File: config.mk
export PLATFORM = sky130hd
export DESIGN_NAME = rplg_queue
export DESIGN_NICKNAME = d
export VERILOG_FILES = /design/src/design/rplg_pkg.sv /design/src/design/rplg_queue.sv
export SDC_FILE = /design/constraint.sdc
export NUM_CORES = 1
export LEC_CHECK = 0
export ABC_AREA = 1
export ABC_CLOCK_PERIOD_IN_PS = 1700
export BUFFER_PORTS_ARGS = -buffer_cell sky130_fd_sc_hd__buf_2
export CELL_PAD_IN_SITES_DETAIL_PLACEMENT = 1
export CELL_PAD_IN_SITES_GLOBAL_PLACEMENT = 1
export CORE_ASPECT_RATIO = 0.9
export CORE_MARGIN = 1
export CORE_UTILIZATION = 46
export CTS_CLUSTER_DIAMETER = 150
export DETAILED_ROUTE_END_ITERATION = 8
export PLACE_DENSITY = 0.84
export SLEW_MARGIN = 5
export SYNTH_ARGS = -nofsm -noshare
export SYNTH_HDL_FRONTEND = slang
export SYNTH_SLANG_ARGS = --single-unit
export TNS_END_PERCENT = 1
File: constraint.sdc
create_clock -name clk -period 1.7 [get_ports clk]
set_input_delay 0.255 -clock clk [delete_from_list [all_inputs] [get_ports clk]]
set_output_delay 0.255 -clock clk [all_outputs]
set_load 0.01 [all_outputs]
File: src/design/rplg_pkg.sv
// Shared types, codes and the build-time gamma curve table of the palette loader.
`default_nettype none

package rplg_pkg;

  // Input item codes
  localparam logic [1:0] MODE_BYTE = 2'd0;
  localparam logic [1:0] MODE_END  = 2'd1;
  localparam logic [1:0] MODE_READ = 2'd2;

  localparam logic [7:0] ESCAPE_BYTE = 8'hFF;

  localparam int QUEUE_DEPTH = 4;
  localparam int QPTR_W      = 2;

  localparam int COMP_W    = 6;
  localparam int CURVE_LEN = 2048;

  // Q57 fixed point used by the curve generator
  localparam int          FRAC_BITS = 57;
  localparam logic [63:0] Q_ONE     = 64'd1 << FRAC_BITS;

  typedef enum logic [1:0] {
    OP_RUN,
    OP_PAD,
    OP_READ
  } op_kind_t;

  // One command from the front end to the back end
  typedef struct packed {
    op_kind_t   kind;
    logic [7:0] value;
    logic [7:0] count;
    logic       skip;
  } op_t;

  typedef logic [COMP_W-1:0] curve_lut_t [0:CURVE_LEN-1];

  function automatic logic [63:0] udiv64(input logic [63:0] n, input logic [63:0] d);
    logic [64:0] rem;
    logic [63:0] quo;
    rem = '0;
    quo = '0;
    for (int i = 63; i >= 0; i--) begin
      rem = {rem[63:0], n[i]};
      if (rem >= {1'b0, d}) begin
        rem    = rem - {1'b0, d};
        quo[i] = 1'b1;
      end
    end
    return quo;
  endfunction

  function automatic logic [63:0] qmul(input logic [63:0] a, input logic [63:0] b);
    logic [127:0] p;
    p = {64'd0, a} * {64'd0, b};
    return p[FRAC_BITS+63:FRAC_BITS];
  endfunction

  function automatic logic [63:0] qpow(input logic [63:0] base, input logic [10:0] n);
    logic [63:0] r;
    logic [63:0] b;
    r = Q_ONE;
    b = base;
    for (int i = 0; i < 11; i++) begin
      if (n[i]) begin
        r = qmul(r, b);
      end
      b = qmul(b, b);
    end
    return r;
  endfunction

  // e^(-1/63) from a 13-term series
  function automatic logic [63:0] exp_step();
    logic [63:0] term;
    logic [63:0] sum;
    term = Q_ONE;
    sum  = Q_ONE;
    for (int k = 1; k <= 12; k++) begin
      term = udiv64(term, 64'(63 * k));
      if (k[0]) begin
        sum = sum - term;
      end else begin
        sum = sum + term;
      end
    end
    return sum;
  endfunction

  function automatic logic [COMP_W-1:0] gamma_curve(input logic [63:0] q,
                                                    input logic [COMP_W-1:0] c,
                                                    input logic [4:0] g);
    logic [4:0]  a;
    logic [63:0] ea;
    logic [63:0] den;
    logic [63:0] num;
    logic [63:0] x;
    logic [63:0] r;
    if (g == 5'd0 || c == '0) begin
      return c;
    end
    a   = g[4] ? 5'(-g) : g;
    ea  = qpow(q, 11'(a) * 11'd63);
    den = Q_ONE - ea;
    if (den == 64'd0) begin
      return c;
    end
    if (!g[4]) begin
      num = Q_ONE - qpow(q, 11'(a) * 11'(c));
    end else begin
      x   = qpow(q, 11'(a) * (11'd63 - 11'(c)));
      num = (x > ea) ? (x - ea) : 64'd0;
    end
    r = udiv64(num * 64'd63, den);
    if (r > 64'd63) begin
      r = 64'd63;
    end
    return r[COMP_W-1:0];
  endfunction

  // Indexed by {gamma, component}
  function automatic curve_lut_t build_curve_lut();
    curve_lut_t  lut;
    logic [63:0] q;
    q = exp_step();
    for (int i = 0; i < CURVE_LEN; i++) begin
      lut[i] = gamma_curve(q, i[5:0], i[10:6]);
    end
    return lut;
  endfunction

  // Widen a 6-bit component to 8 bits by repeating its top bits
  function automatic logic [7:0] widen6(input logic [COMP_W-1:0] v);
    return {v, v[5:4]};
  endfunction

endpackage

`default_nettype wire

File: src/design/rplg_queue.sv
// Short command queue between the front end and the back end.
`default_nettype none

module rplg_queue (
  input  wire logic           clk,
  input  wire logic           rst_n,
  input  wire logic           push_i,
  input  wire rplg_pkg::op_t  op_i,
  input  wire logic           pop_i,
  output rplg_pkg::op_t       op_o,
  output logic                full_o,
  output logic                empty_o
);

  rplg_pkg::op_t                 mem_r [rplg_pkg::QUEUE_DEPTH];
  logic [rplg_pkg::QPTR_W-1:0]   wr_ptr_r;
  logic [rplg_pkg::QPTR_W-1:0]   rd_ptr_r;
  logic [rplg_pkg::QPTR_W:0]     count_r;

  assign full_o  = (count_r == (rplg_pkg::QPTR_W + 1)'(rplg_pkg::QUEUE_DEPTH));
  assign empty_o = (count_r == '0);
  assign op_o    = mem_r[rd_ptr_r];

  always_ff @(posedge clk) begin
    if (push_i) begin
      mem_r[wr_ptr_r] <= op_i;
    end
  end

  always_ff @(posedge clk) begin
    if (!rst_n) begin
      wr_ptr_r <= '0;
      rd_ptr_r <= '0;
      count_r  <= '0;
    end else begin
      if (push_i) begin
        wr_ptr_r <= wr_ptr_r + 1'b1;
      end
      if (pop_i) begin
        rd_ptr_r <= rd_ptr_r + 1'b1;
      end
      if (push_i && !pop_i) begin
        count_r <= count_r + 1'b1;
      end else if (pop_i && !push_i) begin
        count_r <= count_r - 1'b1;
      end
    end
  end

`ifndef NO_ASSERTIONS
  a_no_overflow: assert property (@(posedge clk) disable iff (!rst_n)
    push_i |-> !full_o)
    else $error("queue written while full");

  a_no_underflow: assert property (@(posedge clk) disable iff (!rst_n)
    pop_i |-> !empty_o)
    else $error("queue read while empty");

  a_count_grows: assert property (@(posedge clk) disable iff (!rst_n)
    (push_i && !pop_i) |=> (count_r == $past(count_r) + 1'b1))
    else $error("queue fill count lost a transfer");
`endif

endmodule

`default_nettype wire

* Yosys cells after proc, flatten, opt, wreduce, memory -nomap -nowiden *
Memory sizes are Yosys's and may differ from the RTL's. A register that Yosys moved wholly into a read port is not among the register bits.
Index checks and enable logic that the tools add are counted.

storage, ports and cells
  bits in registers = 7
  RAM bits = 76
  input port bits = 23
  memories kept = 1

memories
  memory  depth  bits a word  read ports  clocked after Yosys merged registers in  wr ports  RTL line          RTL
  mem_r   4      19           1           1                                        1         rplg_queue.sv:15  rplg_pkg::op_t mem_r [rplg_pkg::QUEUE_DEPTH];

operators by class
  add/sub/neg operators = 4
  equal/unequal tests = 1
  muxes and demuxes = 6
  reduce and logical (&&, ||, !) cells = 6

operators with widths
  operator                                                            count
  3-bit 2-to-1 mux                                                    2
  2-bit by 1-bit adder with 2-bit output, second input constant       2
  2-bit 2-to-1 mux                                                    2
  3-bit by 1-bit adder with 3-bit output, second input constant       1
  3-bit == test, second input constant                                1
  3-bit logical NOT                                                   1
  3-bit by 1-bit subtractor with 3-bit output, second input constant  1
  1-bit logical AND                                                   2
  1-bit logical NOT                                                   2
  1-bit 2-to-1 mux                                                    2
  2-bit nonzero test                                                  1

* Longest topological paths before layout *
  word-level depth = 4
  gate-level depth with buffers = 10
  depth with buffers taken out = 10

* Worst setup path before layout *
Ideal clock, no wire load.

  path kind = reg-to-reg
  start point = reg wr_ptr_r[0] (netlist name)
  end point = mem mem_r[2][0] (netlist name), enable pin
  arrival = 974 ps
  slack = 352 ps
  stages on the path, launching flop included = 5
  cell sequence = dfxtp_1 inv_1 ha_1 nand2_1 inv_1

RTL lines
  what                    RTL line          RTL
  from (decl)             rplg_queue.sv:16  logic [rplg_pkg::QPTR_W-1:0] wr_ptr_r;
  from (signal assigned)  rplg_queue.sv:37  wr_ptr_r <= wr_ptr_r + 1'b1;
  to (decl)               rplg_queue.sv:15

No word-level cell before the write port.

==> impl_metrics.toml <==
[drt]
dr.first_iter.drc_count = 127
viasPerCell = 5.31
drtPass1Iterations = 5
drc = 0
via_count = 2082
routedWlPerCell_um = 17.8
drtAntennaViolNets = 0
routed_wl_um = 6960

[global_routing]
grt_pass1_wl_um = 11400
grt_overflow = 0
grt_start_max_net_pins = 23
grt_util_all_layers_pct = 20.5
grt_pass1_vias = 2236
antenna_found_initial = 0

[die]
design.core.area_um2 = 6760
initial_core_util_pct = 48.8
io_pins = 44
row_count = 28
die_area_um2 = 7520
die_w_um = 91.3
die_h_um = 82.3

[sta]
setup-violations-final = 0
hold_violations = 0
tightest_slew_ns = 0.313
period_needed_ns = 1.69
min_period_over_period_pct = 99.2
timing.fmax_mhz = 593
skew_ns = 0.00740
rsz0062_at_grt = "yes"
relSlewSlack_pct = 79.1
drv_slew = 0

[run]
drv_cap = 0

[clock_network]
clock-root-buffer = "clkbuf_8"
cts.path.max_buffers = 2
cts_tree = "built"
cts_htree_levels = 3
cts_setup_buffers = 0
cts_made_buffers = 9
clock_sinks = 85
insertion_delay_ns = 0.35
path_clk_slew_ns = 0.08
cts_hold_buf = 0

[critical_path]
required_ns = 1.44
rrSetupSlack_ns = 0.40
start_kind = "flop"
reg2regPathDepth = 4
critPathArrivalTime_ns = 1.43
endpoint_kind = "output pin"
timing_worst_setup_path_type = "flop to output pin"
cp_max_fo = 22

[logic_synthesis]
yosys.area.top_type_share_pct = 69.2
synth_edf_count = 76
seq_area_frac_synth_pct = 74.6
yosys.area.top_type = "edfxtp_1"
synth_common_cells = "76 x edfxtp_1, 42 x o21ai_0, 40 x nor2_1, 19 x o22ai_1, 15 x inv_1"
yosys_most_used_dff = "edfxtp_1"
ys_ff_latch = 85
async_flop_share_pct = 0
yosys-top-cells-area = "edfxtp_1 69%, o21ai_0 6.4%, dfxtp_1 5.5%"
syn_inst = 242
syn_area_per_cell_um2 = 13.6
syn-cell-area_um2 = 3300
yosysWarnings = 0
yosysUniqueCellTypes = 22
synth_nets = 271
synth.most_common_cell = "edfxtp_1"

[placed_design]
place_area_um2 = 3650
port_buffers = 43
gp_congestion = 0.751
hpwl_um = 4460

[cells_and_area]
seqCellArea_um2 = 2470
drive_above_1_share_pct = 25.2
area_delta_synth_final_pct = 17.1
multi_input_area_um2 = 673
stdcell_area_um2 = 3860
diodes = 0
final_core_util_pct = 57.1
nets = 326
nFillCells = 691

[hold_path]
holdPathStages = 1
min_path_type = "input port to flop"

[power_and_ir_drop]
powerDensity_nw_per_um2 = 1060
p_leak_nw = 1.45
ir_worst_vdd_mv = 0.467

[run_status]
outcome = "finished clean"
[layout by cell type (no fill, tap or decap), drive strengths merged]
cell type	count
edfxtp	76
buf	55
o21ai	44
nor2	43
o22ai	19
inv	17
nand2	9
clkbuf	9
dfxtp	9
clkinv	6
ha	5
a21oi	4
nor3	2
nand3	1
nand4	1
fa	1
clkinvlp	1
[routing by layer]
metal	up-vias	wire [um]	track usage [%]
li1	989	-	-
met1	1027	2940	23.9
met2	55	3600	37.6
met3	11	321	4.21
met4	0	93	8.73
met5	-	0	0
[what timing repair did]
| item | 4_1_cts | 5_1_grt |
|---|---|---|
| pin swaps | 0 | 1 |
| resized for setup | 11 | 9 |
| cloned | 1 | 0 |
| setup endpoints to repair | 18 | 16 |
[final cells by class]
| class | count | area share (%) |
|---|---|---|
| Tap cell | 90 | 2.91 |
| Clock inverter | 7 | 0.842 |
| Clock buffer | 9 | 3.21 |
| Multi-Input combinational cell | 129 | 17.4 |
| Sequential cell | 85 | 63.9 |
| Timing Repair Buffer | 55 | 9.78 |
| Inverter | 17 | 1.91 |
[power breakdown]
group	internal (W)	total [W]	leakage [nW]	switching (W)
clock network	0.000505	0.00117	0.0789	0.000668
logic	0.000194	0.000490	0.593	0.000295
registers	0.00237	0.00242	0.774	0.0000450
[final timing paths]
| check | from | to |
|---|---|---|
| max | flop | op_o[8] |
| min | op_i[16] | mem_r[0][16] |
| max reg2reg | wr_ptr_r[1] | mem_r[3][12] |
| min reg2reg | rd_ptr_r[1] | flop |
[flip-flops by register name, indices dropped and copies added, names as in the netlist, named ones only]
name	count
mem_r	76
wr_ptr_r	2
rd_ptr_r	2
count_r	3
[logic make-up after synthesis]
family                   Yosys count  share of synthesized area, %
AO/OA/AOI/OAI                     67                          11.1
AND/OR/NAND/NOR                   56                          6.79
adder cells (fa/ha/maj)            6                          2.50
flip-flops                        85                          74.6
buffers and inverters             28                          4.97
[per-stage QoR]
step / hold slack (ns) / total power (W) / TNS [ns] / cells / setup WS [ns]
6_report: 0.119 / 0.00408 / 0 / 392 / 0.0137
5_1_grt: 0.115 / 0.00424 / -0.250 / 392 / -0.0491
3_3_place_gp: 0.446 / 0.00290 / 0 / 375 / 0.272
4_1_cts: 0.108 / 0.00412 / -0.0413 / 392 / -0.0291
2_1_floorplan: 0.354 / 0.00272 / 0 / 242 / 0.352
3_5_place_dp: 0.461 / 0.00293 / 0 / 375 / 0.199
[worst max-delay path, cell delays in order (launching register included)]
cell and delay [ns]:
dfxtp_4 0.40, buf_8 0.19, o21ai_0 0.13, o22ai_1 0.19, buf_2 0.17
(Power assumes the default switching activity.)
