**config.mk**
```make
export PLATFORM = sky130hd
export DESIGN_NAME = rplg_front
export DESIGN_NICKNAME = d
export VERILOG_FILES = /design/src/design/rplg_pkg.sv /design/src/design/rplg_front.sv
export SDC_FILE = /design/constraint.sdc
export NUM_CORES = 1
export LEC_CHECK = 0
export BUFFER_PORTS_ARGS = -buffer_cell sky130_fd_sc_hd__buf_2
export CAP_MARGIN = 0
export CORE_ASPECT_RATIO = 1.25
export CORE_MARGIN = 4
export CORE_UTILIZATION = 30
export CTS_BUF_LIST = sky130_fd_sc_hd__clkbuf_8
export DETAILED_ROUTE_END_ITERATION = 8
export GPL_TIMING_DRIVEN = 1
export PLACE_DENSITY = 0.53
export SLEW_MARGIN = 10
export SYNTH_ARGS = -nofsm -noshare
export SYNTH_HDL_FRONTEND = slang
export SYNTH_SLANG_ARGS = --single-unit
```
**constraint.sdc**
```tcl
create_clock -name clk -period 13.9 [get_ports clk]
set_input_delay 3.475 -clock clk [delete_from_list [all_inputs] [get_ports clk]]
set_output_delay 3.475 -clock clk [all_outputs]
set_load 0.1 [all_outputs]
```
**src/design/rplg_pkg.sv**
```systemverilog
// Shared types, codes and the build-time gamma curve table of the palette loader.
`default_nettype none

package rplg_pkg;

  // Input item codes
  localparam logic [1:0] MODE_BYTE = 2'd0;
  localparam logic [1:0] MODE_END  = 2'd1;
  localparam logic [1:0] MODE_READ = 2'd2;

  localparam logic [7:0] ESCAPE_BYTE = 8'hFF;

  localparam int QUEUE_DEPTH = 4;
  localparam int QPTR_W      = 2;

  localparam int COMP_W    = 6;
  localparam int CURVE_LEN = 2048;

  // Q57 fixed point used by the curve generator
  localparam int          FRAC_BITS = 57;
  localparam logic [63:0] Q_ONE     = 64'd1 << FRAC_BITS;

  typedef enum logic [1:0] {
    OP_RUN,
    OP_PAD,
    OP_READ
  } op_kind_t;

  // One command from the front end to the back end
  typedef struct packed {
    op_kind_t   kind;
    logic [7:0] value;
    logic [7:0] count;
    logic       skip;
  } op_t;

  typedef logic [COMP_W-1:0] curve_lut_t [0:CURVE_LEN-1];

  function automatic logic [63:0] udiv64(input logic [63:0] n, input logic [63:0] d);
    logic [64:0] rem;
    logic [63:0] quo;
    rem = '0;
    quo = '0;
    for (int i = 63; i >= 0; i--) begin
      rem = {rem[63:0], n[i]};
      if (rem >= {1'b0, d}) begin
        rem    = rem - {1'b0, d};
        quo[i] = 1'b1;
      end
    end
    return quo;
  endfunction

  function automatic logic [63:0] qmul(input logic [63:0] a, input logic [63:0] b);
    logic [127:0] p;
    p = {64'd0, a} * {64'd0, b};
    return p[FRAC_BITS+63:FRAC_BITS];
  endfunction

  function automatic logic [63:0] qpow(input logic [63:0] base, input logic [10:0] n);
    logic [63:0] r;
    logic [63:0] b;
    r = Q_ONE;
    b = base;
    for (int i = 0; i < 11; i++) begin
      if (n[i]) begin
        r = qmul(r, b);
      end
      b = qmul(b, b);
    end
    return r;
  endfunction

  // e^(-1/63) from a 13-term series
  function automatic logic [63:0] exp_step();
    logic [63:0] term;
    logic [63:0] sum;
    term = Q_ONE;
    sum  = Q_ONE;
    for (int k = 1; k <= 12; k++) begin
      term = udiv64(term, 64'(63 * k));
      if (k[0]) begin
        sum = sum - term;
      end else begin
        sum = sum + term;
      end
    end
    return sum;
  endfunction

  function automatic logic [COMP_W-1:0] gamma_curve(input logic [63:0] q,
                                                    input logic [COMP_W-1:0] c,
                                                    input logic [4:0] g);
    logic [4:0]  a;
    logic [63:0] ea;
    logic [63:0] den;
    logic [63:0] num;
    logic [63:0] x;
    logic [63:0] r;
    if (g == 5'd0 || c == '0) begin
      return c;
    end
    a   = g[4] ? 5'(-g) : g;
    ea  = qpow(q, 11'(a) * 11'd63);
    den = Q_ONE - ea;
    if (den == 64'd0) begin
      return c;
    end
    if (!g[4]) begin
      num = Q_ONE - qpow(q, 11'(a) * 11'(c));
    end else begin
      x   = qpow(q, 11'(a) * (11'd63 - 11'(c)));
      num = (x > ea) ? (x - ea) : 64'd0;
    end
    r = udiv64(num * 64'd63, den);
    if (r > 64'd63) begin
      r = 64'd63;
    end
    return r[COMP_W-1:0];
  endfunction

  // Indexed by {gamma, component}
  function automatic curve_lut_t build_curve_lut();
    curve_lut_t  lut;
    logic [63:0] q;
    q = exp_step();
    for (int i = 0; i < CURVE_LEN; i++) begin
      lut[i] = gamma_curve(q, i[5:0], i[10:6]);
    end
    return lut;
  endfunction

  // Widen a 6-bit component to 8 bits by repeating its top bits
  function automatic logic [7:0] widen6(input logic [COMP_W-1:0] v);
    return {v, v[5:4]};
  endfunction

endpackage

`default_nettype wire

```
**src/design/rplg_front.sv**
```systemverilog
// Front end: accepts items, tracks escapes and fill level, issues commands.
`default_nettype none

module rplg_front #(
  parameter int PALETTE_ENTRIES = 256
) (
  input  wire logic           clk,
  input  wire logic           rst_n,
  input  wire logic           start_i,
  input  wire logic           q_full_i,
  input  wire logic [1:0]     mode_i,
  input  wire logic [7:0]     byte_i,
  input  wire logic           skip_i,
  input  wire logic [7:0]     index_i,
  output logic                push_o,
  output rplg_pkg::op_t       op_o
);

  localparam int PAYLOAD = 3 * PALETTE_ENTRIES;
  localparam int CW      = $clog2(PAYLOAD + 1);
  localparam int XW      = (CW > 8) ? CW : 8;

  typedef enum logic [1:0] {
    F_LIT,
    F_VAL,
    F_CNT
  } phase_t;

  phase_t         phase_r, phase_nxt;
  logic [7:0]     run_value_r, run_value_nxt;
  logic [CW-1:0]  fill_r, fill_nxt;

  logic           accept;
  logic           overflow;
  logic [XW-1:0]  room;
  logic [XW-1:0]  run_n;

  assign accept   = start_i && !q_full_i;
  assign overflow = (fill_r == CW'(PAYLOAD));
  assign room     = XW'(PAYLOAD) - XW'(fill_r);
  // Clip runs at the end of the payload
  assign run_n    = (XW'(byte_i) > room) ? room : XW'(byte_i);

  always_comb begin
    phase_nxt     = phase_r;
    run_value_nxt = run_value_r;
    fill_nxt      = fill_r;
    push_o        = 1'b0;
    op_o.kind     = rplg_pkg::OP_RUN;
    op_o.value    = byte_i;
    op_o.count    = 8'd1;
    op_o.skip     = skip_i;
    if (accept) begin
      case (mode_i)
        rplg_pkg::MODE_BYTE: begin
          if (!overflow) begin
            case (phase_r)
              F_VAL: begin
                run_value_nxt = byte_i;
                phase_nxt     = F_CNT;
              end
              F_CNT: begin
                phase_nxt  = F_LIT;
                op_o.value = run_value_r;
                op_o.count = run_n[7:0];
                push_o     = (run_n != '0);
                fill_nxt   = CW'(XW'(fill_r) + run_n);
              end
              default: begin
                if (byte_i == rplg_pkg::ESCAPE_BYTE) begin
                  phase_nxt = F_VAL;
                end else begin
                  push_o   = 1'b1;
                  fill_nxt = fill_r + 1'b1;
                end
              end
            endcase
          end
        end
        rplg_pkg::MODE_END: begin
          op_o.kind = rplg_pkg::OP_PAD;
          push_o    = 1'b1;
          fill_nxt  = '0;
          phase_nxt = F_LIT;
        end
        rplg_pkg::MODE_READ: begin
          op_o.kind  = rplg_pkg::OP_READ;
          op_o.value = index_i;
          push_o     = 1'b1;
        end
        default: begin
        end
      endcase
    end
  end

  always_ff @(posedge clk) begin
    if (!rst_n) begin
      phase_r     <= F_LIT;
      run_value_r <= '0;
      fill_r      <= '0;
    end else begin
      phase_r     <= phase_nxt;
      run_value_r <= run_value_nxt;
      fill_r      <= fill_nxt;
    end
  end

endmodule

`default_nettype wire

```
# == Yosys cells after proc, flatten, opt, wreduce, memory -nomap -nowiden ==
# Cells that the tools add are included.
# classes
add_sub_neg,3
n_lt_le_gt_ge,1
eq_ne,10
mux,20
bitwise_logic,1
n_reduce_logical,9
# op_table
op,count
case mux 10 bit (2 select lines),2
2-to-1 mux 16 bit,2
2-to-1 mux 10 bit,3
2-to-1 mux 18 bit,1
case mux 8 bit (2 select lines),1
case mux 2 bit (2 select lines),3
adder 10 x 1 -> 10 bit (second input constant),1
adder 10 bit,1
== test 10 bit (second input constant),1
greater-than comparator 8 x 10 -> 1 bit,1
nonzero test 10 bit,1
subtractor 10 bit (first input constant),1
== test 8 bit (second input constant),1
2-to-1 mux 8 bit,1
AND reduction 4 bit,2
AND reduction 5 bit,1
== test 2 x 1 -> 1 bit (second input constant),2
== test 2 bit (second input constant),2
2-to-1 mux 2 bit,2
!= test 2 bit (second input constant),2
!= test 4 x 2 -> 1 bit (second input constant),1
case mux 1 bit (2 select lines),2
2-to-1 mux 1 bit,3
!= test 3 x 2 -> 1 bit (second input constant),1
6 further kinds,6
# totals
ff_bits,20
inputBits,23
output_inout_bits,20
elab_cells,47

# == Depth between registers and ports, before layout ==
# Gate-level depths: netlist of run 1.
# depth
depth_word,8
depth_mapped,22
ltp_nobuf,22

# == Worst setup path after synthesis of run 1 ==
# Ideal clock, no wire load.
# synth_path
path_type,in2out
start,in byte_i[7]
end,out push_o
arrival_time_ns,7.614
required_time_ns,10.425
path_slack_ns,2.811
cell_stages,10
n_path_buf,0
path_cell_list,ha_1 nand4_1 a211oi_1 nor3_1 nor3_2 mux2_2 a211o_1 nand2_1 a21oi_1 nor3_1
# synth_between
elab_chain_len,7
elab_cells_between_ends,9
classes_between,order compare (1); eq/ne (1); mux (6); reduce/logical (1)
# synth_rtl
item,line,source
"start, declared",rplg_front.sv:12,"input wire logic [7:0] byte_i,"
greater-than comparator 8 x 10 -> 1 bit,rplg_front.sv:42,assign run_n = (XW'(byte_i) > room) ? room : XW'(byte_i);
2-to-1 mux 10 bit,rplg_front.sv:42,
nonzero test 10 bit,rplg_front.sv:66,push_o = (run_n != '0);
case mux 1 bit (2 select lines) *,rplg_front.sv:57,case (phase_r)
2-to-1 mux 1 bit *,rplg_front.sv:56,if (!overflow) begin
case mux 1 bit (2 select lines) *,rplg_front.sv:54,case (mode_i)
2-to-1 mux 1 bit *,rplg_front.sv:53,if (accept) begin
"end, declared",rplg_front.sv:15,"output logic push_o,"
# Mark *: on every way between the ends. The rest lies on a longest branch, timed or not.

# == Final worst setup path of run 1 ==
# Ends and elaborated chain as after synthesis.

==> results of run 1 <==
-- routing by layer --
metal | share of wire, % | routed length, microns
met2 | 49 | 3006
met1 | 45 | 2746
met3 | 3.1 | 188
met4 | 2.9 | 180
met5 | 0 | 0
-- logic make-up after synthesis --
group | synth area share, %
adder cells (fa/ha/maj) | 14.66
flip-flops | 18.40
multiplexers | 6.498
XOR/XNOR | 6.383
AND/OR/NAND/NOR | 26.05
buffers and inverters | 6.268
AO/OA/AOI/OAI | 21.57
other | 0.1723
-- sequential cells by signal, summed over array words and instances, names as in the netlist --
name / count
fill_r: 10
run_value_r: 8
phase_r: 2
-- power groups by stage --
stage | clock network, mW | logic (mW) | registers [mW]
after floorplan | 0 | 0.0335 | 0.0594
after global placement | 0 | 0.0437 | 0.0596
after detailed placement | 0 | 0.0439 | 0.0596
after CTS | 0.0500 | 0.0441 | 0.0583
after global routing | 0.0518 | 0.0483 | 0.0583
final | 0.0476 | 0.0440 | 0.0582
-- cell usage in the layout, fill, tap and decap left out, types with 3 or more instances in the layout --
cell type and n:
sky130_fd_sc_hd__mux2i_1 13, sky130_fd_sc_hd__a21oi_1 12, sky130_fd_sc_hd__o211ai_1 3, sky130_fd_sc_hd__nor4_1 5, sky130_fd_sc_hd__ha_1 23, sky130_fd_sc_hd__a31oi_1 6, sky130_fd_sc_hd__xnor2_1 9, sky130_fd_sc_hd__and3_1 4
sky130_fd_sc_hd__nor2_1 24, sky130_fd_sc_hd__nor3_1 6, sky130_fd_sc_hd__nand3b_1 3, sky130_fd_sc_hd__nand2_1 14, sky130_fd_sc_hd__nor3b_1 3, sky130_fd_sc_hd__or3_1 4, sky130_fd_sc_hd__a21o_1 4, sky130_fd_sc_hd__and2_1 8
sky130_fd_sc_hd__o21ai_0 7, sky130_fd_sc_hd__dfxtp_1 20, sky130_fd_sc_hd__nand4_1 3, sky130_fd_sc_hd__a222oi_1 8, sky130_fd_sc_hd__inv_1 26, sky130_fd_sc_hd__clkbuf_8 4, sky130_fd_sc_hd__xor2_1 5, sky130_fd_sc_hd__nor2b_1 12
sky130_fd_sc_hd__a22o_1 4, sky130_fd_sc_hd__nand3_1 5, sky130_fd_sc_hd__buf_2 40
-- layout make-up --
type                    count  area, sq um  share of cell area [%]
multi-input cells         221         1639                   65.24
repair buffers             41        207.7                   8.267
flip-flops and latches     20        400.4                   15.94
clock buffers               4        55.05                   2.191
inverters                  26        97.59                   3.884
well taps                  90        112.6                   4.482
-- worst register-to-register path, delay by kind of cell (launching register included) --
kind	cells	cell delay (ns)
flip-flops	1	0.41
AO/OA/AOI/OAI	5	1.47
AND/OR/NAND/NOR	6	1.74
buffers and inverters	2	0.17
adder cells (fa/ha/maj)	4	1.21
multiplexers	1	0.35
XOR/XNOR	2	0.32
-- final timing paths --
kind | slack, ns | start | end
setup / recovery | 3.82 | byte_i[7] | push_o
hold / removal | 0.53 | run_value_r[3]$_SDFFE_PN0P_ | run_value_r[3]$_SDFFE_PN0P_
setup reg to reg | 8.12 | fill_r[0]$_SDFFE_PN0P_ | fill_r[8]$_SDFFE_PN0P_
hold reg to reg | 0.53 | run_value_r[3]$_SDFFE_PN0P_ | run_value_r[3]$_SDFFE_PN0P_
==> metrics.yaml, run 1 <==
worst_setup_path:
  crit_path_start_kind: "input port"
  timing.critical_path.buf_inv: 2
  cp_capture_type: "output pin"
  crit_path_max_incr_delay_ns: 0.69
  reg2reg_depth: 20
  required_ns: 10.43
  critPathSlowestCell: "sky130_fd_sc_hd__nor3_2"
  worst-endpoint-arrival_ns: 6.61
  cp_max_fo: 9
  setup.worst_path.class: "in -> out"
  cp_delay_by_family_top: "simple AND/OR/NAND/NOR gates"
  cp_num_cells: 12
  critical_path.cell_chain: "buf_2 -> ha_1 -> nand4_1 -> a211oi_1 -> nor3_1 -> nor3_2 -> mux2_2 -> a211o_1 -> nand2_1 -> a21oi_1 -> nor3_1 -> buf_2"
floorplanning:
  die-area_sq_mm: 0.008688
  core.rowCount: 34
  start_util_pct: 31.00
  die_width_microns: 84.17
  core_area_sq_mm: 0.007019
  num_io_pins: 43
  fp.dieH_microns: 103.2
route:
  vias: 2125
  route.detailed.vias_per_inst: 5.286
  detail_route.wl_per_cell_microns: 15.23
  route.detailed.drc: 0
  totalWireLength_microns: 6122
  ant_nets: 0
  drt_first_pass_iters: 5
  first_iter_violations: 107
global_routing:
  gr-usage-met2_pct: 25.64
  global_route.peak_usage_layer: "met2"
  via_count_of_the_first_global_routing_pass: 2150
  grt_pass1_wl_microns: 10320
  gr-total-overflow: 0
  grt_use_total_pct: 14.70
  grt_use_met1_pct: 18.24
  number_of_antenna_violations_at_the_first_check_in_global_routing: 0
  globalRouteMet3Util_pct: 2.139
  pin_count_of_the_biggest_net_entering_global_routing: 21
sta:
  whs_ns: 0.5312
  max_slew.worst_pin.slew_ns: 0.8056
  slew_headroom_pct: 46.00
  clock_period_minus_final_worst_setup_slack_ns: 10.08
  setup_viol: 0
  timing.clock.skew_ns: 0.005879
  report.final.slew_viol_count: 0
  hold_viol: 0
  grt_setup_unrepaired: "no"
  finalSetupTns_ns: 0
  final.setup.worst_slack_ns: 3.820
  max_freq_mhz: 99.20
  timing.final.crit_share_pct: 72.52
place:
  dpl.hpwl_microns: 4924
  dp_area_sq_mm: 0.002457
  globalplace.congestion: 0.9555
  numPortBuffers: 40
  post-place-ws_ns: 3.815
  dp.cells: 398
clock_network:
  cts_made_buffers: 3
  cts.repair_timing.setup_buffer_count: 0
  clock_tree.htree_level_count: 1
  cts_tree: "done"
  clk-insertion-delay-late_ns: 0.27
  cts.reportedPaths.clkPinSlew_ns: 0.09
  total_number_of_clock_tree_sinks: 20
  clock_tree.buffer_depth: 2
  holdBufCountCts: 0
  clk_root_buffer_cell: "sky130_fd_sc_hd__clkbuf_8"
  cts_resized: 0
cells_and_area:
  layout-drive-gt1-share_pct: 18.59
  fill_cells: 775
  antenna-diode-count: 0
  final_core_util_pct: 35.79
  finish.instance_area_sq_mm: 0.002512
  num-nets-final: 360
  synthToLayoutAreaGrowth_pct: 15.47
  fin_cells: 402
synthesis:
  synth_nets: 323
  synth_warn: 0
  flop_and_latch_count_out_of_synthesis: 20
  synth_largest_area_cell: "sky130_fd_sc_hd__dfxtp_1"
  primary_flip_flop_cell_chosen_by_synthesis_mapping: "sky130_fd_sc_hd__dfxtp_1"
  ys_seq_area_share_pct: 18.40
  syn-cell-area_sq_mm: 0.002176
  netlist_top_cells_count: "sky130_fd_sc_hd__inv_1 (26), sky130_fd_sc_hd__nor2_1 (24), sky130_fd_sc_hd__ha_1 (23)"
  yosysTopAreaCellShare_pct: 18.40
  mapped_avg_cell_area_sq_um: 7.883
  synthTopCellsByArea: "sky130_fd_sc_hd__dfxtp_1 (18%), sky130_fd_sc_hd__ha_1 (13%), sky130_fd_sc_hd__mux2i_1 (6.0%), sky130_fd_sc_hd__inv_1 (4.5%), sky130_fd_sc_hd__nor2_1 (4.1%)"
  count_of_flip_flops_with_a_built_in_enable_after_synthesis: 0
  synth.distinct_cells: 59
  cell_with_the_most_instances_after_synthesis: "sky130_fd_sc_hd__inv_1"
  synthArstFlopShare_pct: 0
  synthesized_netlist_cell_count: 276
power:
  p_switching_mw: 0.05443
  power_per_cell_area_mw_per_mm2: 59.65
  p_sw_share_pct: 36.32
  p_int_mw: 0.09543
  power.static_leakage_nw: 1.176
  power.combinational.fraction_pct: 29.4
  total_power_mw: 0.1499
  vdd.ir_drop.worst_mv: 0.03647
  seqPwrFrac_pct: 38.9
  power_frac_clock_pct: 31.8
status:
  run_status: "finished clean"
flow_run:
  drv.max_cap_violation_count: 0
hold_path:
  worstHoldPathType: "reg -> reg"
  holdPathStages: 2
(Power assumes the default switching activity.)
==> run 2, diff against run 1 <==
PLACE_DENSITY = 0.54   (was 0.53)
clock period = 9.13 ns   (was 13.9 ns; I/O delays follow)
==> run 2 against run 1 <==
Hold slack worse by 0.0068 ns. Register-to-register slack worse by 4.7 ns. Sequential share of layout area unchanged. Via count down 2.2%. Critical path type unchanged.
==> metrics.yaml, run 2 (same netlist as run 1, synthesis figures left out) <==
global_routing:
  grt_pass1_wl_microns: 10090
  gr-total-overflow: 0
  pin_count_of_the_biggest_net_entering_global_routing: 21
  grt_use_total_pct: 14.46
  via_count_of_the_first_global_routing_pass: 2061
  number_of_antenna_violations_at_the_first_check_in_global_routing: 0
clock_network:
  cts.reportedPaths.clkPinSlew_ns: 0.08
  clock_tree.htree_level_count: 1
  total_number_of_clock_tree_sinks: 20
  cts.repair_timing.setup_buffer_count: 0
  cts_tree: "done"
  clk-insertion-delay-late_ns: 0.28
  cts_made_buffers: 3
  cts_resized: 0
  holdBufCountCts: 0
  clk_root_buffer_cell: "sky130_fd_sc_hd__clkbuf_8"
  clock_tree.buffer_depth: 2
power:
  total_power_mw: 0.2294
  power_per_cell_area_mw_per_mm2: 91.30
  power.static_leakage_nw: 1.176
  vdd.ir_drop.worst_mv: 0.04934
sta:
  clock_period_minus_final_worst_setup_slack_ns: 7.629
  slew_headroom_pct: 47.28
  report.final.slew_viol_count: 0
  max_freq_mhz: 131.1
  setup_viol: 0
  whs_ns: 0.5243
  grt_setup_unrepaired: "no"
  max_slew.worst_pin.slew_ns: 0.7866
  final.setup.worst_slack_ns: 1.501
  hold_viol: 0
  timing.clock.skew_ns: 0.003665
  finalSetupTns_ns: 0
  timing.final.crit_share_pct: 83.56
worst_setup_path:
  critPathCapture: "push_o"
  r2r-end: "fill_r[8]$_SDFFE_PN0P_"
  crit_path_start_kind: "input port"
  cp_capture_type: "output pin"
  required_ns: 6.85
  cp_max_fo: 9
  worst_case_register_to_register_setup_slack_ns: 3.38
  worst-endpoint-arrival_ns: 5.35
  timing.rr.start: "fill_r[0]$_SDFFE_PN0P_"
  cp-startpoint: "byte_i[7]"
  setup.worst_path.class: "in -> out"
  reg2reg_depth: 20
cells_and_area:
  most-common-layout-cells: "sky130_fd_sc_hd__buf_2 (40), sky130_fd_sc_hd__inv_1 (26), sky130_fd_sc_hd__nor2_1 (24), sky130_fd_sc_hd__ha_1 (23), sky130_fd_sc_hd__dfxtp_1 (20)"
  flip_flop_count_of_the_largest_register_after_layout: 10
  layout-drive-gt1-share_pct: 18.59
  final_core_util_pct: 35.79
  fin_cells: 402
  regs_by_ff_count: "fill_r: 10 flops, run_value_r: 8 flops, phase_r: 2 flops"
  num-nets-final: 360
  synthToLayoutAreaGrowth_pct: 15.47
  finish.instance_area_sq_mm: 0.002512
  antenna-diode-count: 0
  layout.cells.most_common: "sky130_fd_sc_hd__buf_2"
  max_flop_register: "fill_r"
floorplanning:
  die_width_microns: 84.17
  core.rowCount: 34
  fp.dieH_microns: 103.2
  core_area_sq_mm: 0.007019
  num_io_pins: 43
  die-area_sq_mm: 0.008688
  start_util_pct: 31.00
place:
  dpl.hpwl_microns: 4822
  dp.cells: 398
  globalplace.congestion: 0.9552
  post-place-ws_ns: 1.467
  dp_area_sq_mm: 0.002457
  numPortBuffers: 40
route:
  ant_nets: 0
  first_iter_violations: 171
  detail_route.wl_per_cell_microns: 14.88
  route.detailed.drc: 0
  totalWireLength_microns: 5980
  route.detailed.vias_per_inst: 5.169
  drt_first_pass_iters: 4
  vias: 2078
hold_path:
  worstHoldPathType: "reg -> reg"
flow_run:
  drv.max_cap_violation_count: 0
status:
  run_status: "finished clean"
[run 2: cell counts in the layout (fill, tap and decap cells not counted)]
No cell type changed its count.
[run 2: worst min path at each step]
| stage | start | slack [ns] | to | cells past startpoint |
|---|---|---|---|---|
| CTS | run_value_r[0]$_SDFFE_PN0P_ | 0.53 | run_value_r[0]$_SDFFE_PN0P_ | 2 |
| global placement | run_value_r[6]$_SDFFE_PN0P_ | 0.50 | run_value_r[6]$_SDFFE_PN0P_ | 2 |
| detailed placement | run_value_r[3]$_SDFFE_PN0P_ | 0.51 | run_value_r[3]$_SDFFE_PN0P_ | 2 |
| global route | run_value_r[3]$_SDFFE_PN0P_ | 0.56 | run_value_r[3]$_SDFFE_PN0P_ | 2 |
| floorplan | run_value_r[0]$_SDFFE_PN0P_ | 0.48 | run_value_r[0]$_SDFFE_PN0P_ | 2 |
| finish | run_value_r[0]$_SDFFE_PN0P_ | 0.52 | run_value_r[0]$_SDFFE_PN0P_ | 2 |
[run 2: layer usage]
layer / vias up / share of wire [%] / routed length [microns] / GRT usage, %
met2: 38 / 49 / 2941 / 25.58
met1: 954 / 45 / 2699 / 17.71
met4: 0 / 2.3 / 138 / 6.188
met3: 9 / 3.3 / 200 / 1.902
li1: 1077 / - / - / -
met5: - / 0 / 0 / 0
[run 2: cell type report]
class	count	area, sq um
inverter	26	97.59
tap	90	112.6
clock buffer	4	55.05
timing repair buffer	41	207.7
fill	735	4507
sequential	20	400.4
multi-input combinational	221	1639
[run 2: worst max-delay path, cell delays in order]
cell and delay, ns:
sky130_fd_sc_hd__buf_2 0.13, sky130_fd_sc_hd__ha_1 0.31, sky130_fd_sc_hd__nand4_1 0.13, sky130_fd_sc_hd__a211oi_1 0.24, sky130_fd_sc_hd__nor3_1 0.15, sky130_fd_sc_hd__nor3_2 0.68, sky130_fd_sc_hd__mux2_2 0.41, sky130_fd_sc_hd__a211o_1 0.29
sky130_fd_sc_hd__nand2_1 0.07, sky130_fd_sc_hd__a21oi_1 0.06, sky130_fd_sc_hd__nor3_1 0.13, sky130_fd_sc_hd__buf_2 0.45
[run 2: power breakdown]
part	internal, mW	switching, mW
logic	0.0191	0.0475
registers	0.0877	0.000978
clock network	0.0386	0.0355
total	0.145	0.0840
==> run 3, diff against run 2 <==
ABC_AREA = 1   (was unset)
clock period = 7 ns   (was 9.13 ns; I/O delays follow)
==> run 3 against run 2 <==
Utilization fell by 0.65 points. Clock power rose by 8.0%. Synthesized cell count grew 30%. Via count grew 12%. Final area increased by 3.5%.
==> metrics.yaml, run 3 <==
synthesis:
  primary_flip_flop_cell_chosen_by_synthesis_mapping: "sky130_fd_sc_hd__dfxtp_1"
  synthesized_netlist_cell_count: 359
  synth_xor_xnor_area_share_pct: 1.534
  synth_largest_area_cell: "sky130_fd_sc_hd__dfxtp_1"
  synthArstFlopShare_pct: 0
  synth_warn: 0
  synthSimpleGateAreaFrac_pct: 39.18
  syn-cell-area_sq_mm: 0.002283
  post_synth_mux_area_share_pct: 0
  synth_compound_gate_area_share_pct: 17.37
  ys_seq_area_share_pct: 17.53
  flop_and_latch_count_out_of_synthesis: 20
  post_synth_fa_ha_maj_area_fraction_pct: 13.48
  synth_nets: 406
  synth.distinct_cells: 41
  yosysTopAreaCellShare_pct: 17.53
  count_of_flip_flops_with_a_built_in_enable_after_synthesis: 0
  main_combinational_cell_family_by_area_after_synthesis: "simple AND/OR/NAND/NOR gates"
  netlist_top_cells_count: "sky130_fd_sc_hd__nand2_1 (75), sky130_fd_sc_hd__inv_1 (50), sky130_fd_sc_hd__nor2_1 (38)"
  cell_with_the_most_instances_after_synthesis: "sky130_fd_sc_hd__nand2_1"
  synthTopCellsByArea: "sky130_fd_sc_hd__dfxtp_1 (18%), sky130_fd_sc_hd__ha_1 (13%), sky130_fd_sc_hd__nand2_1 (12%), sky130_fd_sc_hd__inv_1 (8.2%), sky130_fd_sc_hd__a21oi_1 (7.2%)"
  mapped_avg_cell_area_sq_um: 6.361
power:
  power.static_leakage_nw: 1.314
  total_power_mw: 0.3088
  vdd.ir_drop.worst_mv: 0.05762
  power_per_cell_area_mw_per_mm2: 118.7
cells_and_area:
  layout.cells.most_common: "sky130_fd_sc_hd__nand2_1"
  max_flop_register: "fill_r"
  antenna-diode-count: 0
  regs_by_ff_count: "fill_r: 10 flops, run_value_r: 8 flops, phase_r: 2 flops"
  fill_cells: 838
  finish.instance_area_sq_mm: 0.002601
  num-nets-final: 443
  layout-drive-gt1-share_pct: 19.54
  most-common-layout-cells: "sky130_fd_sc_hd__nand2_1 (75), sky130_fd_sc_hd__inv_1 (50), sky130_fd_sc_hd__buf_2 (40), sky130_fd_sc_hd__nor2_1 (38), sky130_fd_sc_hd__a21oi_1 (33)"
  flip_flop_count_of_the_largest_register_after_layout: 10
  synthToLayoutAreaGrowth_pct: 13.92
clock_network:
  total_number_of_clock_tree_sinks: 20
  clk-insertion-delay-late_ns: 0.27
  cts.repair_timing.setup_buffer_count: 0
  clock_tree.buffer_depth: 2
  holdBufCountCts: 0
  cts.reportedPaths.clkPinSlew_ns: 0.07
  clk_root_buffer_cell: "sky130_fd_sc_hd__clkbuf_8"
  cts_tree: "done"
  cts_resized: 0
  cts_made_buffers: 3
  clock_tree.htree_level_count: 1
sta:
  clock_period_minus_final_worst_setup_slack_ns: 5.984
  slew_headroom_pct: 52.40
  timing.final.crit_share_pct: 85.48
  setup_viol: 0
  timing.clock.skew_ns: 0.002059
  grt_setup_unrepaired: "no"
  report.final.slew_viol_count: 0
  final.setup.worst_slack_ns: 1.016
  max_freq_mhz: 167.1
  hold_viol: 0
  max_slew.worst_pin.slew_ns: 0.7132
  finalSetupTns_ns: 0
  whs_ns: 0.4668
place:
  numPortBuffers: 40
  dp_area_sq_mm: 0.002560
  post-place-ws_ns: 0.9961
  globalplace.congestion: 0.8546
  dpl.hpwl_microns: 5420
route:
  drt_first_pass_iters: 4
  ant_nets: 0
  route.detailed.vias_per_inst: 4.782
  first_iter_violations: 118
  vias: 2324
  route.detailed.drc: 0
  detail_route.wl_per_cell_microns: 13.41
  totalWireLength_microns: 6515
floorplanning:
  num_io_pins: 43
  core.rowCount: 35
  die_width_microns: 86.04
  fp.dieH_microns: 105.5
  die-area_sq_mm: 0.009080
  core_area_sq_mm: 0.007401
  start_util_pct: 30.85
global_routing:
  grt_use_total_pct: 15.03
  grt_pass1_wl_microns: 11110
  gr-total-overflow: 0
  via_count_of_the_first_global_routing_pass: 2356
  number_of_antenna_violations_at_the_first_check_in_global_routing: 0
  pin_count_of_the_biggest_net_entering_global_routing: 21
worst_setup_path:
  required_ns: 5.25
  crit_path_start_kind: "input port"
  worst-endpoint-arrival_ns: 4.23
  cp_max_fo: 14
  setup.worst_path.class: "in -> out"
  cp_capture_type: "output pin"
status:
  run_status: "finished clean"
hold_path:
  worstHoldPathType: "reg -> reg"
flow_run:
  drv.max_cap_violation_count: 0
run 3: power breakdown:
part           switching [mW]  total (mW)  internal, mW
Combinational          0.0835       0.112        0.0288
Clock                  0.0414      0.0800        0.0386
Sequential            0.00143       0.117         0.115
run 3: critical path: stages:
cell and delay, ns:
sky130_fd_sc_hd__buf_2 0.13, sky130_fd_sc_hd__ha_1 0.30, sky130_fd_sc_hd__nand2_1 0.08, sky130_fd_sc_hd__nor2_1 0.10, sky130_fd_sc_hd__nand2_1 0.06, sky130_fd_sc_hd__nand3_1 0.06
sky130_fd_sc_hd__nand2_1 0.08, sky130_fd_sc_hd__a21oi_4 0.19, sky130_fd_sc_hd__nand2_4 0.15, sky130_fd_sc_hd__o21ai_0 0.40, sky130_fd_sc_hd__nand4_1 0.15, sky130_fd_sc_hd__o21ai_1 0.21
sky130_fd_sc_hd__a21oi_1 0.10, sky130_fd_sc_hd__a21oi_1 0.14, sky130_fd_sc_hd__nor2_1 0.05, sky130_fd_sc_hd__buf_2 0.28
run 3: per-layer routing:
layer,vias to the layer above,share of wire [%],global-route usage (%)
li1,1252,-,-
met1,1017,43,17.62
met2,44,51,27.73
met3,11,3.4,1.407
met4,0,2.3,5.317
met5,-,0,0
run 3: final timing paths:
check	from	end	slack (ns)	cells past startpoint
hold reg to reg	run_value_r[0]$_SDFFE_PN0P_	run_value_r[0]$_SDFFE_PN0P_	0.47	2
setup reg to reg	fill_r[0]$_SDFFE_PN0P_	fill_r[9]$_SDFFE_PN0P_	3.17	26
setup / recovery	byte_i[5]	push_o	1.02	16
hold / removal	run_value_r[0]$_SDFFE_PN0P_	run_value_r[0]$_SDFFE_PN0P_	0.47	2
run 3: cell families after synthesis:
group	after synthesis
and+or+nand+nor	181
adders and majority gates	24
DFF	20
buffers and inverters	62
other	1
xor gates and xnor gates	4
AOI/OAI and AO/OA	67
run 3: area by class of cell:
class	count	area, sq um	area share [%]
inverter	53	198.9	7.648
clock buffer	3	41.29	1.587
sequential	20	400.4	15.39
tap	92	115.1	4.425
multi-input combinational	277	1638	62.96
timing repair buffer	41	207.7	7.985
run 3: per-stage QoR:
step / util (%) / cells
after floorplan: - / 359
after global placement: 34.59 / 483
after detailed placement: 34.59 / 483
after CTS: 35.15 / 486
after global routing: 35.15 / 486
final: 35.15 / 486
